--- config.mk ---
export PLATFORM = sky130hd
export DESIGN_NAME = glyph_row_color_expander
export DESIGN_NICKNAME = d
export VERILOG_FILES = /design/src/rtl/grce_pkg.sv /design/src/rtl/grce_front.sv /design/src/rtl/grce_queue.sv /design/src/rtl/grce_back.sv /design/src/rtl/glyph_row_color_expander.sv
export SDC_FILE = /design/constraint.sdc
export NUM_CORES = 1
export LEC_CHECK = 0
export BUFFER_PORTS_ARGS = -buffer_cell sky130_fd_sc_hd__buf_4
export CAP_MARGIN = 20
export CORE_UTILIZATION = 25
export DETAILED_ROUTE_END_ITERATION = 8
export SYNTH_ARGS = -nofsm -noshare
export SYNTH_HDL_FRONTEND = slang
export SYNTH_SLANG_ARGS = --single-unit
export TNS_END_PERCENT = 50
--- constraint.sdc ---
create_clock -name clk -period 9.6 [get_ports clk]
set_input_delay 1.92 -clock clk [delete_from_list [all_inputs] [get_ports clk]]
set_output_delay 1.92 -clock clk [all_outputs]
set_load 0.005 [all_outputs]
--- src/rtl/grce_pkg.sv ---
`default_nettype none
package grce_pkg;

  localparam int ROW_W = 32;
  localparam int COORD_W = 16;
  localparam int COLOR_W = 16;
  localparam int GW_W = 6;
  localparam int CFG_IDX_W = 3;
  localparam int CFG_DATA_W = 16;

  localparam int QDEPTH = 2;
  localparam int QPTR_W = 1;
  localparam int QCNT_W = 2;

  localparam logic [CFG_IDX_W-1:0] REG_FG_COLOR = 3'd0;
  localparam logic [CFG_IDX_W-1:0] REG_BG_COLOR = 3'd1;
  localparam logic [CFG_IDX_W-1:0] REG_START_X  = 3'd2;
  localparam logic [CFG_IDX_W-1:0] REG_ORIGIN_Y = 3'd3;
  localparam logic [CFG_IDX_W-1:0] REG_ASCENT   = 3'd4;

  typedef struct packed {
    logic [31:0]       row_bits;
    logic [5:0]        row_number;
    logic [5:0]        glyph_width;
    logic signed [7:0] box_dx;
    logic [7:0]        box_rise;
    logic [7:0]        advance;
    logic              glyph_end;
    logic              text_begin;
  } in_item_t;

  typedef struct packed {
    logic [15:0] pixel_x;
    logic [15:0] pixel_y;
    logic [15:0] color;
    logic        row_last;
  } out_item_t;

  typedef struct packed {
    logic [15:0] fg_color;
    logic [15:0] bg_color;
    logic [15:0] start_x;
    logic [15:0] origin_y;
    logic [7:0]  ascent;
  } cfg_regs_t;

  // one row run handed from front to back; width is never zero
  typedef struct packed {
    logic [ROW_W-1:0]   row_bits;
    logic [COORD_W-1:0] x0;
    logic [COORD_W-1:0] y;
    logic [GW_W-1:0]    width;
  } run_cmd_t;

endpackage
`default_nettype wire

--- src/rtl/grce_front.sv ---
`default_nettype none
module grce_front #(
  parameter int MAX_GLYPH_WIDTH = 32
) (
  input  wire logic                 clk,
  input  wire logic                 rst_n,
  input  wire grce_pkg::cfg_regs_t  cfg,
  input  wire logic                 in_valid,
  output logic                      in_ready,
  input  wire grce_pkg::in_item_t   in_data,
  input  wire logic                 q_full,
  output logic                      q_push,
  output grce_pkg::run_cmd_t        q_cmd
);

  localparam int COL_LIMIT = (MAX_GLYPH_WIDTH < grce_pkg::ROW_W) ?
                             MAX_GLYPH_WIDTH : grce_pkg::ROW_W;
  localparam logic [grce_pkg::GW_W-1:0] COL_LIMIT_W = grce_pkg::GW_W'(COL_LIMIT);

  logic [15:0]          pen_r;
  logic [15:0]          pen_nxt;
  logic [15:0]          pen_cur;
  logic [15:0]          bx16;
  logic [grce_pkg::GW_W-1:0] width_sat;
  logic                 accept;

  assign in_ready = !q_full;
  assign accept   = in_valid && in_ready;

  assign pen_cur   = in_data.text_begin ? cfg.start_x : pen_r;
  assign bx16      = {{8{in_data.box_dx[7]}}, in_data.box_dx};
  assign width_sat = (in_data.glyph_width > COL_LIMIT_W) ? COL_LIMIT_W : in_data.glyph_width;

  always_comb begin
    q_cmd.row_bits = in_data.row_bits;
    q_cmd.x0       = pen_cur + bx16;
    q_cmd.y        = cfg.origin_y + {8'd0, cfg.ascent} - {8'd0, in_data.box_rise}
                     + {10'd0, in_data.row_number};
    q_cmd.width    = width_sat;
  end

  // drop zero-width rows: they only move the pen
  assign q_push = accept && (width_sat != '0);

  assign pen_nxt = in_data.glyph_end ? (pen_cur + {8'd0, in_data.advance}) : pen_cur;

  always_ff @(posedge clk) begin
    if (!rst_n) begin
      pen_r <= '0;
    end else if (accept) begin
      pen_r <= pen_nxt;
    end
  end

endmodule
`default_nettype wire

--- src/rtl/grce_queue.sv ---
`default_nettype none
module grce_queue (
  input  wire logic                clk,
  input  wire logic                rst_n,
  input  wire logic                push,
  input  wire grce_pkg::run_cmd_t  push_cmd,
  output logic                     full,
  input  wire logic                pop,
  output logic                     valid,
  output grce_pkg::run_cmd_t       head
);

  grce_pkg::run_cmd_t mem_r [grce_pkg::QDEPTH];
  logic [grce_pkg::QPTR_W-1:0] wr_ptr_r;
  logic [grce_pkg::QPTR_W-1:0] rd_ptr_r;
  logic [grce_pkg::QCNT_W-1:0] count_r;
  logic                        do_push;
  logic                        do_pop;

  assign full    = (count_r == grce_pkg::QCNT_W'(grce_pkg::QDEPTH));
  assign valid   = (count_r != '0);
  assign head    = mem_r[rd_ptr_r];
  assign do_push = push && !full;
  assign do_pop  = pop && valid;

  always_ff @(posedge clk) begin
    if (!rst_n) begin
      wr_ptr_r <= '0;
      rd_ptr_r <= '0;
      count_r  <= '0;
    end else begin
      if (do_push) begin
        wr_ptr_r <= wr_ptr_r + 1'b1;
      end
      if (do_pop) begin
        rd_ptr_r <= rd_ptr_r + 1'b1;
      end
      if (do_push && !do_pop) begin
        count_r <= count_r + 1'b1;
      end else if (do_pop && !do_push) begin
        count_r <= count_r - 1'b1;
      end
    end
  end

  always_ff @(posedge clk) begin
    if (do_push) begin
      mem_r[wr_ptr_r] <= push_cmd;
    end
  end

endmodule
`default_nettype wire

--- src/rtl/grce_back.sv ---
`default_nettype none
module grce_back (
  input  wire logic                clk,
  input  wire logic                rst_n,
  input  wire grce_pkg::cfg_regs_t cfg,
  input  wire logic                q_valid,
  input  wire grce_pkg::run_cmd_t  q_head,
  output logic                     q_pop,
  output logic                     out_valid,
  input  wire logic                out_ready,
  output grce_pkg::out_item_t      out_data
);

  logic                        busy_r;
  logic [grce_pkg::ROW_W-1:0]  bits_r;
  logic [15:0]                 x_r;
  logic [15:0]                 y_r;
  logic [grce_pkg::GW_W-1:0]   rem_r;
  logic                        out_valid_r;
  grce_pkg::out_item_t         out_data_r;
  logic                        adv;
  logic                        emit;
  logic                        last;

  assign adv   = !out_valid_r || out_ready;
  assign emit  = adv && busy_r;
  assign last  = (rem_r == grce_pkg::GW_W'(1));
  // load the next run in the same cycle the current one emits its last pixel
  assign q_pop = q_valid && (!busy_r || (emit && last));

  assign out_valid = out_valid_r;
  assign out_data  = out_data_r;

  always_ff @(posedge clk) begin
    if (!rst_n) begin
      busy_r      <= 1'b0;
      out_valid_r <= 1'b0;
    end else begin
      if (adv) begin
        out_valid_r <= busy_r;
      end
      if (q_pop) begin
        busy_r <= 1'b1;
      end else if (emit && last) begin
        busy_r <= 1'b0;
      end
    end
  end

  always_ff @(posedge clk) begin
    if (emit) begin
      out_data_r.pixel_x  <= x_r;
      out_data_r.pixel_y  <= y_r;
      out_data_r.color    <= bits_r[grce_pkg::ROW_W-1] ? cfg.fg_color : cfg.bg_color;
      out_data_r.row_last <= last;
    end
    if (q_pop) begin
      bits_r <= q_head.row_bits;
      x_r    <= q_head.x0;
      y_r    <= q_head.y;
      rem_r  <= q_head.width;
    end else if (emit) begin
      bits_r <= {bits_r[grce_pkg::ROW_W-2:0], 1'b0};
      x_r    <= x_r + 16'd1;
      rem_r  <= rem_r - 1'b1;
    end
  end

endmodule
`default_nettype wire

--- src/rtl/glyph_row_color_expander.sv ---
`default_nettype none
// Channel  Direction  Handshake            Payload
// in_      input      in_valid/in_ready    grce_pkg::in_item_t, one glyph row
// out_     output     out_valid/out_ready  grce_pkg::out_item_t, one pixel
// cfg_     input      cfg_we               cfg_index, cfg_data (write only)
//
// A row of width w, capped at MAX_GLYPH_WIDTH and 32, yields w pixels at one
// pixel per cycle while out_ready is high; the pixel emitter sets the rate,
// queued rows run back to back, and a zero-width row is dropped at the input
// after moving the pen. Rows are taken while the two-entry run queue has room;
// a taken row reaches the output through the queue, run and pixel registers.
// Synchronous active-low reset clears the pen, queue and output valid.
// A stalled out_ready holds the pixel register and backs up into the queue.
module glyph_row_color_expander #(
  parameter int MAX_GLYPH_WIDTH = 32
) (
  input  wire logic                  clk,
  input  wire logic                  rst_n,
  input  wire logic                  in_valid,
  output logic                       in_ready,
  input  wire grce_pkg::in_item_t    in_data,
  output logic                       out_valid,
  input  wire logic                  out_ready,
  output grce_pkg::out_item_t        out_data,
  input  wire logic                  cfg_we,
  input  wire logic [grce_pkg::CFG_IDX_W-1:0]  cfg_index,
  input  wire logic [grce_pkg::CFG_DATA_W-1:0] cfg_data
);

  grce_pkg::cfg_regs_t cfg_r;
  grce_pkg::run_cmd_t  push_cmd;
  grce_pkg::run_cmd_t  q_head;
  logic                q_push;
  logic                q_full;
  logic                q_valid;
  logic                q_pop;

  always_ff @(posedge clk) begin
    if (!rst_n) begin
      cfg_r.fg_color <= 16'hFFFF;
      cfg_r.bg_color <= '0;
      cfg_r.start_x  <= '0;
      cfg_r.origin_y <= '0;
      cfg_r.ascent   <= '0;
    end else if (cfg_we) begin
      case (cfg_index)
        grce_pkg::REG_FG_COLOR: cfg_r.fg_color <= cfg_data;
        grce_pkg::REG_BG_COLOR: cfg_r.bg_color <= cfg_data;
        grce_pkg::REG_START_X:  cfg_r.start_x  <= cfg_data;
        grce_pkg::REG_ORIGIN_Y: cfg_r.origin_y <= cfg_data;
        grce_pkg::REG_ASCENT:   cfg_r.ascent   <= cfg_data[7:0];
        default: ;
      endcase
    end
  end

  grce_front #(
    .MAX_GLYPH_WIDTH(MAX_GLYPH_WIDTH)
  ) u_front (
    .clk      (clk),
    .rst_n    (rst_n),
    .cfg      (cfg_r),
    .in_valid (in_valid),
    .in_ready (in_ready),
    .in_data  (in_data),
    .q_full   (q_full),
    .q_push   (q_push),
    .q_cmd    (push_cmd)
  );

  grce_queue u_queue (
    .clk      (clk),
    .rst_n    (rst_n),
    .push     (q_push),
    .push_cmd (push_cmd),
    .full     (q_full),
    .pop      (q_pop),
    .valid    (q_valid),
    .head     (q_head)
  );

  grce_back u_back (
    .clk       (clk),
    .rst_n     (rst_n),
    .cfg       (cfg_r),
    .q_valid   (q_valid),
    .q_head    (q_head),
    .q_pop     (q_pop),
    .out_valid (out_valid),
    .out_ready (out_ready),
    .out_data  (out_data)
  );

endmodule
`default_nettype wire

# After elaboration in Yosys (flattened, before gate mapping)
# Memory sizes are Yosys's and may differ from the RTL's. A register that Yosys moved wholly into a read port is not among the register bits.
# Index checks and enable logic that the tools add are counted.
# classes
eq_ne	6
add_sub_neg	11
magnitude_cmp	1
n_reduce_logical	27
n_mux	18
# ops
cell	count
16-bit 2-to-1 mux	5
32-bit 2-to-1 mux	2
16-bit by 8-bit adder with 16-bit output	2
6-bit 2-to-1 mux	3
16-bit by 1-bit adder with 16-bit output, second input constant	1
16-bit adder	1
16-bit by 6-bit adder with 16-bit output	1
16-bit by 8-bit subtractor with 16-bit output	1
2-bit AND reduction	5
1-bit logical AND	9
2-bit nonzero test	4
3-bit by 2-bit == test with 1-bit output, second input constant	2
6-bit by 1-bit == test with 1-bit output, second input constant	1
6-bit > comparator, second input constant	1
1-bit 2-to-1 mux	6
6-bit nonzero test	1
6-bit by 1-bit subtractor with 6-bit output, second input constant	1
1-bit zero test	5
2-bit 2-to-1 mux	2
3-bit by 1-bit == test with 1-bit output, second input constant	1
3-bit == test, second input constant	1
3-bit zero test	1
1-bit adder, second input constant	2
2-bit by 1-bit adder with 2-bit output, second input constant	1
3 further kinds	4
# totals
out_inout_bits	51
wordCells	83
ramBits	140
input_bits	94
n_memories	1
register_bits	213
# mem_list
memory	depth	word_bits	read_ports	rd_clocked_by_memory_dff	write_ports	line	rtl
u_queue.mem_r	2	70	1	1	1	grce_queue.sv:13	grce_pkg::run_cmd_t mem_r [grce_pkg::QDEPTH];

# Longest topological paths before layout
# logic_depth
ltp_word	10
depth_mapped	13
depth_no_buf	13

# Modules after synthesis
# From an unflattened synthesis, not the netlist that was laid out.
# unflattened
hier_cells	1260
hier_area_um2	16508.3
# modules_own_cells
mod	cells_per_inst	seq_area_each_um2	n_inst	area_each_um2
grce_queue	243	4304.1	1	5268.8
grce_back	291	3613.5	1	4919.7
grce_front	453	320.3	1	3478.3
glyph_row_color_expander	273	1441.4	1	2841.5

# Worst setup path before layout
# OpenSTA, ideal clock, no wires.
# synth_timing
path_kind	input-to-reg
from	input in_data[27] in the netlist's numbering
to	memory u_queue.mem_r[0][0] in the netlist's numbering (enable)
slack_ns	3.725
cell_stages	3
setup_ns	0.507
required_ns	9.093
arrival_ns	5.368
n_path_buf	0
path_cell_list	nor4_1 > a21oi_1 > nor2b_1
# synth_via
elab_chain_len	7
# synth_lines
item	line	rtl
start: declaration	glyph_row_color_expander.sv:21	input wire grce_pkg::in_item_t in_data,
6-bit > comparator	grce_front.sv:32	assign width_sat = (in_data.glyph_width > COL_LIMIT_W) ? COL_LIMIT_W : in_data.glyph_width;
6-bit 2-to-1 mux *	grce_front.sv:32	
6-bit nonzero test *	grce_front.sv:43	assign q_push = accept && (width_sat != '0);
1-bit logical AND *	grce_front.sv:43	
1-bit logical AND *	grce_queue.sv:23	assign do_push = push && !full;
named net u_queue.do_push	grce_queue.sv:17	logic do_push;
1-bit 2-to-1 mux *	grce_queue.sv:47	if (do_push) begin
1-bit 2-to-1 mux (not written as such) *	grce_queue.sv:48	mem_r[wr_ptr_r] <= push_cmd;
end: declaration	grce_queue.sv:13	
# Mark *: on every way through the listed nets, which the timed path passes. The rest lies on a longest branch.

==> results.yml <==
die:
  core_um2: 63200
  die_y_um: 255.1
  start_util_pct: 25.34
  die_area_um2: 65080
  die-width_um: 255.1
  num_io_pins: 145
  rows: 92
sta:
  holdWs_ps: 419.8
  rsz0062_at_grt: "false"
  timing.fmax_mhz: 222.9
  worstMarginPinSlew_ps: 1109
  final_hold_viol_count: 0
  finalSetupViolCount: 0
  finClkSkew_ps: 14.90
  maxSlewViolCount: 0
  period_share_pct: 46.73
  max_slew_margin_pct: 26.09
  fin_setup_tns_ps: 0
  layout_min_cycle_time_ps: 4486
placement:
  io_buffers: 144
  dpl.cell_count: 2279
  gp_congestion: 0.8454
  hpwl_um: 27150
  placed_area_um2: 18000
synth:
  ys.warnings.count: 0
  syn_area_per_cell_um2: 11.95
  synth_compound_area_share_pct: 9.844
  synth_fa_ha_area_share_pct: 5.984
  yosys.area_share.simple_pct: 11.75
  yosys.area_share.xor_xnor_pct: 2.461
  synth_cell_type_count: 64
  synth-seq-area-share_pct: 60.44
  synth_top_flop_cell: "edfxtp_1"
  syn_area_um2: 16020
  synthMuxAreaShare_pct: 6.492
  synth_edf_count: 259
  synth_top_family_by_area: "simple AND/OR/NAND/NOR gates"
  synthCells: 1340
  mappedNetlistNets: 1501
  synth_seq_cells: 354
  synth-async-reset-ratio_pct: 0
clock_tree:
  cts_buffer_depth: 3
  clk_latency_ps: 550
  cts.clk_slew.worst_paths_ps: 60
  cts_setup_buffers: 0
  cts_num_sinks: 354
  clockRootBuffer: "clkbuf_16"
  hold_buffers: 0
  cts_buffers: 42
  cts_resized: 0
  cts_tree: "built"
  h-tree-depth: 2
power_and_ir_drop:
  vdd_ir_drop_max_v: 0.0001464
  p_seq_share_pct: 45.1
  cell_internal_pwr_mw: 3.697
  swShare_pct: 29.21
  power_frac_comb_pct: 22.6
  power_density_nw_per_um2: 267.8
  switchingPower_mw: 1.526
  p_clk_share_pct: 32.3
  p_leak_nw: 7.211
outcome:
  status: "complete, no violations"
global_route:
  overflow: 0
  grt_max_degree: 107
  grt_usage_pct: 12.00
  grt_pass1_vias: 10480
  grt_pass1_wl_um: 59690
  antenna_found_initial: 4
critical_path:
  reg2reg_depth: 5
  r2r-start: "u_queue.count_r[0]"
  worstSetupPathType: "in -> reg"
  reg2reg_setup_slack_ps: 5950
  crit_path_end_kind: "flop"
  required_ps: 9910
  reg2reg_to: "u_queue.mem_r[1][36]"
  critical_path.endpoint: "u_queue.mem_r[1][17]"
  worstPathMaxFanout: 3
  arrival_ps: 4800
  start_kind: "primary input"
  crit_start: "in_data[11]"
routing:
  drtPass1Iterations: 5
  ant_nets: 0
  vias: 10590
  wl_um: 39440
  wl_per_cell_um: 16.72
  drtIter0Drc: 624
  drc: 0
  via_per_inst: 4.489
cells_and_area:
  utilization_pct: 30.86
  design_area_um2: 19500
  layout.nets: 1639
  area_delta_synth_final_pct: 21.77
  drive_gt1_share_pct: 19.52
  fill_cells: 6378
  regArea_um2: 9683
  multi_input_area_um2: 5886
  instances_no_fill: 2359
flow_run:
  drv_cap: 0
worst_hold_path:
  hold_path_class: "reg -> reg"
logic make-up (layout without fill, tap and decap cells):
kind of cell,Yosys count,count (layout)
AND/OR/NAND/NOR,409,409
buffers and inverters,120,291
flip-flops,354,354
multiplexers,98,98
adder cells (fa/ha/maj),67,67
AO/OA/AOI/OAI,247,247
XOR/XNOR,45,45
other,0,2
final cells by class:
cell class / count / area share, %
Sequential cell: 354 / 49.65
Multi-Input combinational cell: 866 / 30.18
Timing Repair Buffer: 153 / 6.011
Clock buffer: 50 / 5.870
Tap cell: 846 / 5.428
Clock inverter: 27 / 1.662
Inverter: 61 / 1.174
Antenna cell: 2 / 0.02566
cell usage in the layout, fill, tap and decap left out, types with 51 or more instances in the layout:
cell / Yosys / layout
a21oi_1: 100 / 99
buf_4: 0 / 151
dfxtp_1: 95 / 94
edfxtp_1: 259 / 259
ha_1: 51 / 51
inv_1: 59 / 59
mux2i_1: 51 / 51
nand2_1: 204 / 204
nand3_1: 55 / 55
o21ai_0: 63 / 63
power groups by stage:
| stage | Clock, mW | Sequential [mW] | Combinational (mW) |
|---|---|---|---|
| after floorplan | 0 | 2.34 | 0.795 |
| after global placement | 0 | 2.38 | 1.16 |
| after detailed placement | 0 | 2.39 | 1.19 |
| after CTS | 1.74 | 2.36 | 1.20 |
| after global routing | 1.80 | 2.40 | 1.32 |
| final | 1.69 | 2.35 | 1.18 |
flip-flops by register name, indices dropped and copies added (netlist names), named ones only:
register          count
u_queue.mem_r       140
cfg_r                72
u_back.out_data      49
u_back.bits_r        32
u_back.x_r           16
u_back.y_r           16
u_front.pen_r        16
u_back.rem_r          6
u_queue.count_r       2
u_back.busy_r         1
u_back.out_valid      1
u_queue.rd_ptr_r      1
u_queue.wr_ptr_r      1
synthesized netlist by cell type (6+ instances only):
cell	n	share of area [%]
edfxtp_1	259	49
buf_1	7	0.16
o211ai_1	8	0.38
buf_2	10	0.31
mux2_2	47	3.3
a21oi_1	100	3.1
ha_1	51	4.0
xor2_1	23	1.3
nand3_1	55	1.7
nand2b_1	7	0.27
a211oi_2	15	1.2
a21o_1	11	0.52
nand4_1	10	0.39
inv_1	59	1.4
nor2b_1	28	1.1
xnor2_1	22	1.2
and3_1	8	0.31
dfxtp_1	95	12
mux2i_1	51	3.2
nor2_1	45	1.1
nor3_1	18	0.56
fa_1	16	2.0
nand2_1	204	4.8
o21a_1	6	0.28
clkbuf_1	39	0.91
o21ai_0	63	2.0
critical path: stages:
cell      delay [ps]
buf_4             80
inv_1             40
fa_1             530
inv_1             60
fa_1             510
inv_1             40
ha_1             220
inv_1             70
fa_1             200
nor2b_1           80
o31a_1           270
o21bai_1         260
nand2_1          110
o311ai_0         410
metal layers:
layer | vias to the layer above | track usage, % | share of wire (%) | routed length, µm
met5 | - | 0 | 0.099 | 39
met3 | 77 | 3.092 | 6.3 | 2467
li1 | 5129 | - | - | -
met2 | 266 | 19.08 | 45 | 17880
met4 | 6 | 5.115 | 3.8 | 1514
met1 | 5112 | 15.37 | 44 | 17530
worst min-delay path by stage:
| stage | from | endpoint | depth (start not counted) |
|---|---|---|---|
| after detailed placement | u_back.y_r[3] | u_back.out_data[20] | 0 |
| after global routing | u_back.y_r[2] | u_back.out_data[19] | 0 |
| after CTS | u_back.y_r[5] | u_back.out_data[22] | 0 |
| after floorplan | u_back.y_r[0] | u_back.out_data[17] | 0 |
| final | u_back.y_r[3] | u_back.out_data[20] | 0 |
| after global placement | u_back.y_r[14] | u_back.out_data[31] | 0 |
stage by stage:
| step | power [mW] | worst slack [ps] |
|---|---|---|
| 2_1_floorplan | 3.140 | 3725 |
| 3_3_place_gp | 3.545 | 4617 |
| 3_5_place_dp | 3.575 | 4562 |
| 4_1_cts | 5.300 | 5152 |
| 5_1_grt | 5.514 | 4852 |
| 6_report | 5.223 | 5114 |
Power figures use the tool's default switching activity.
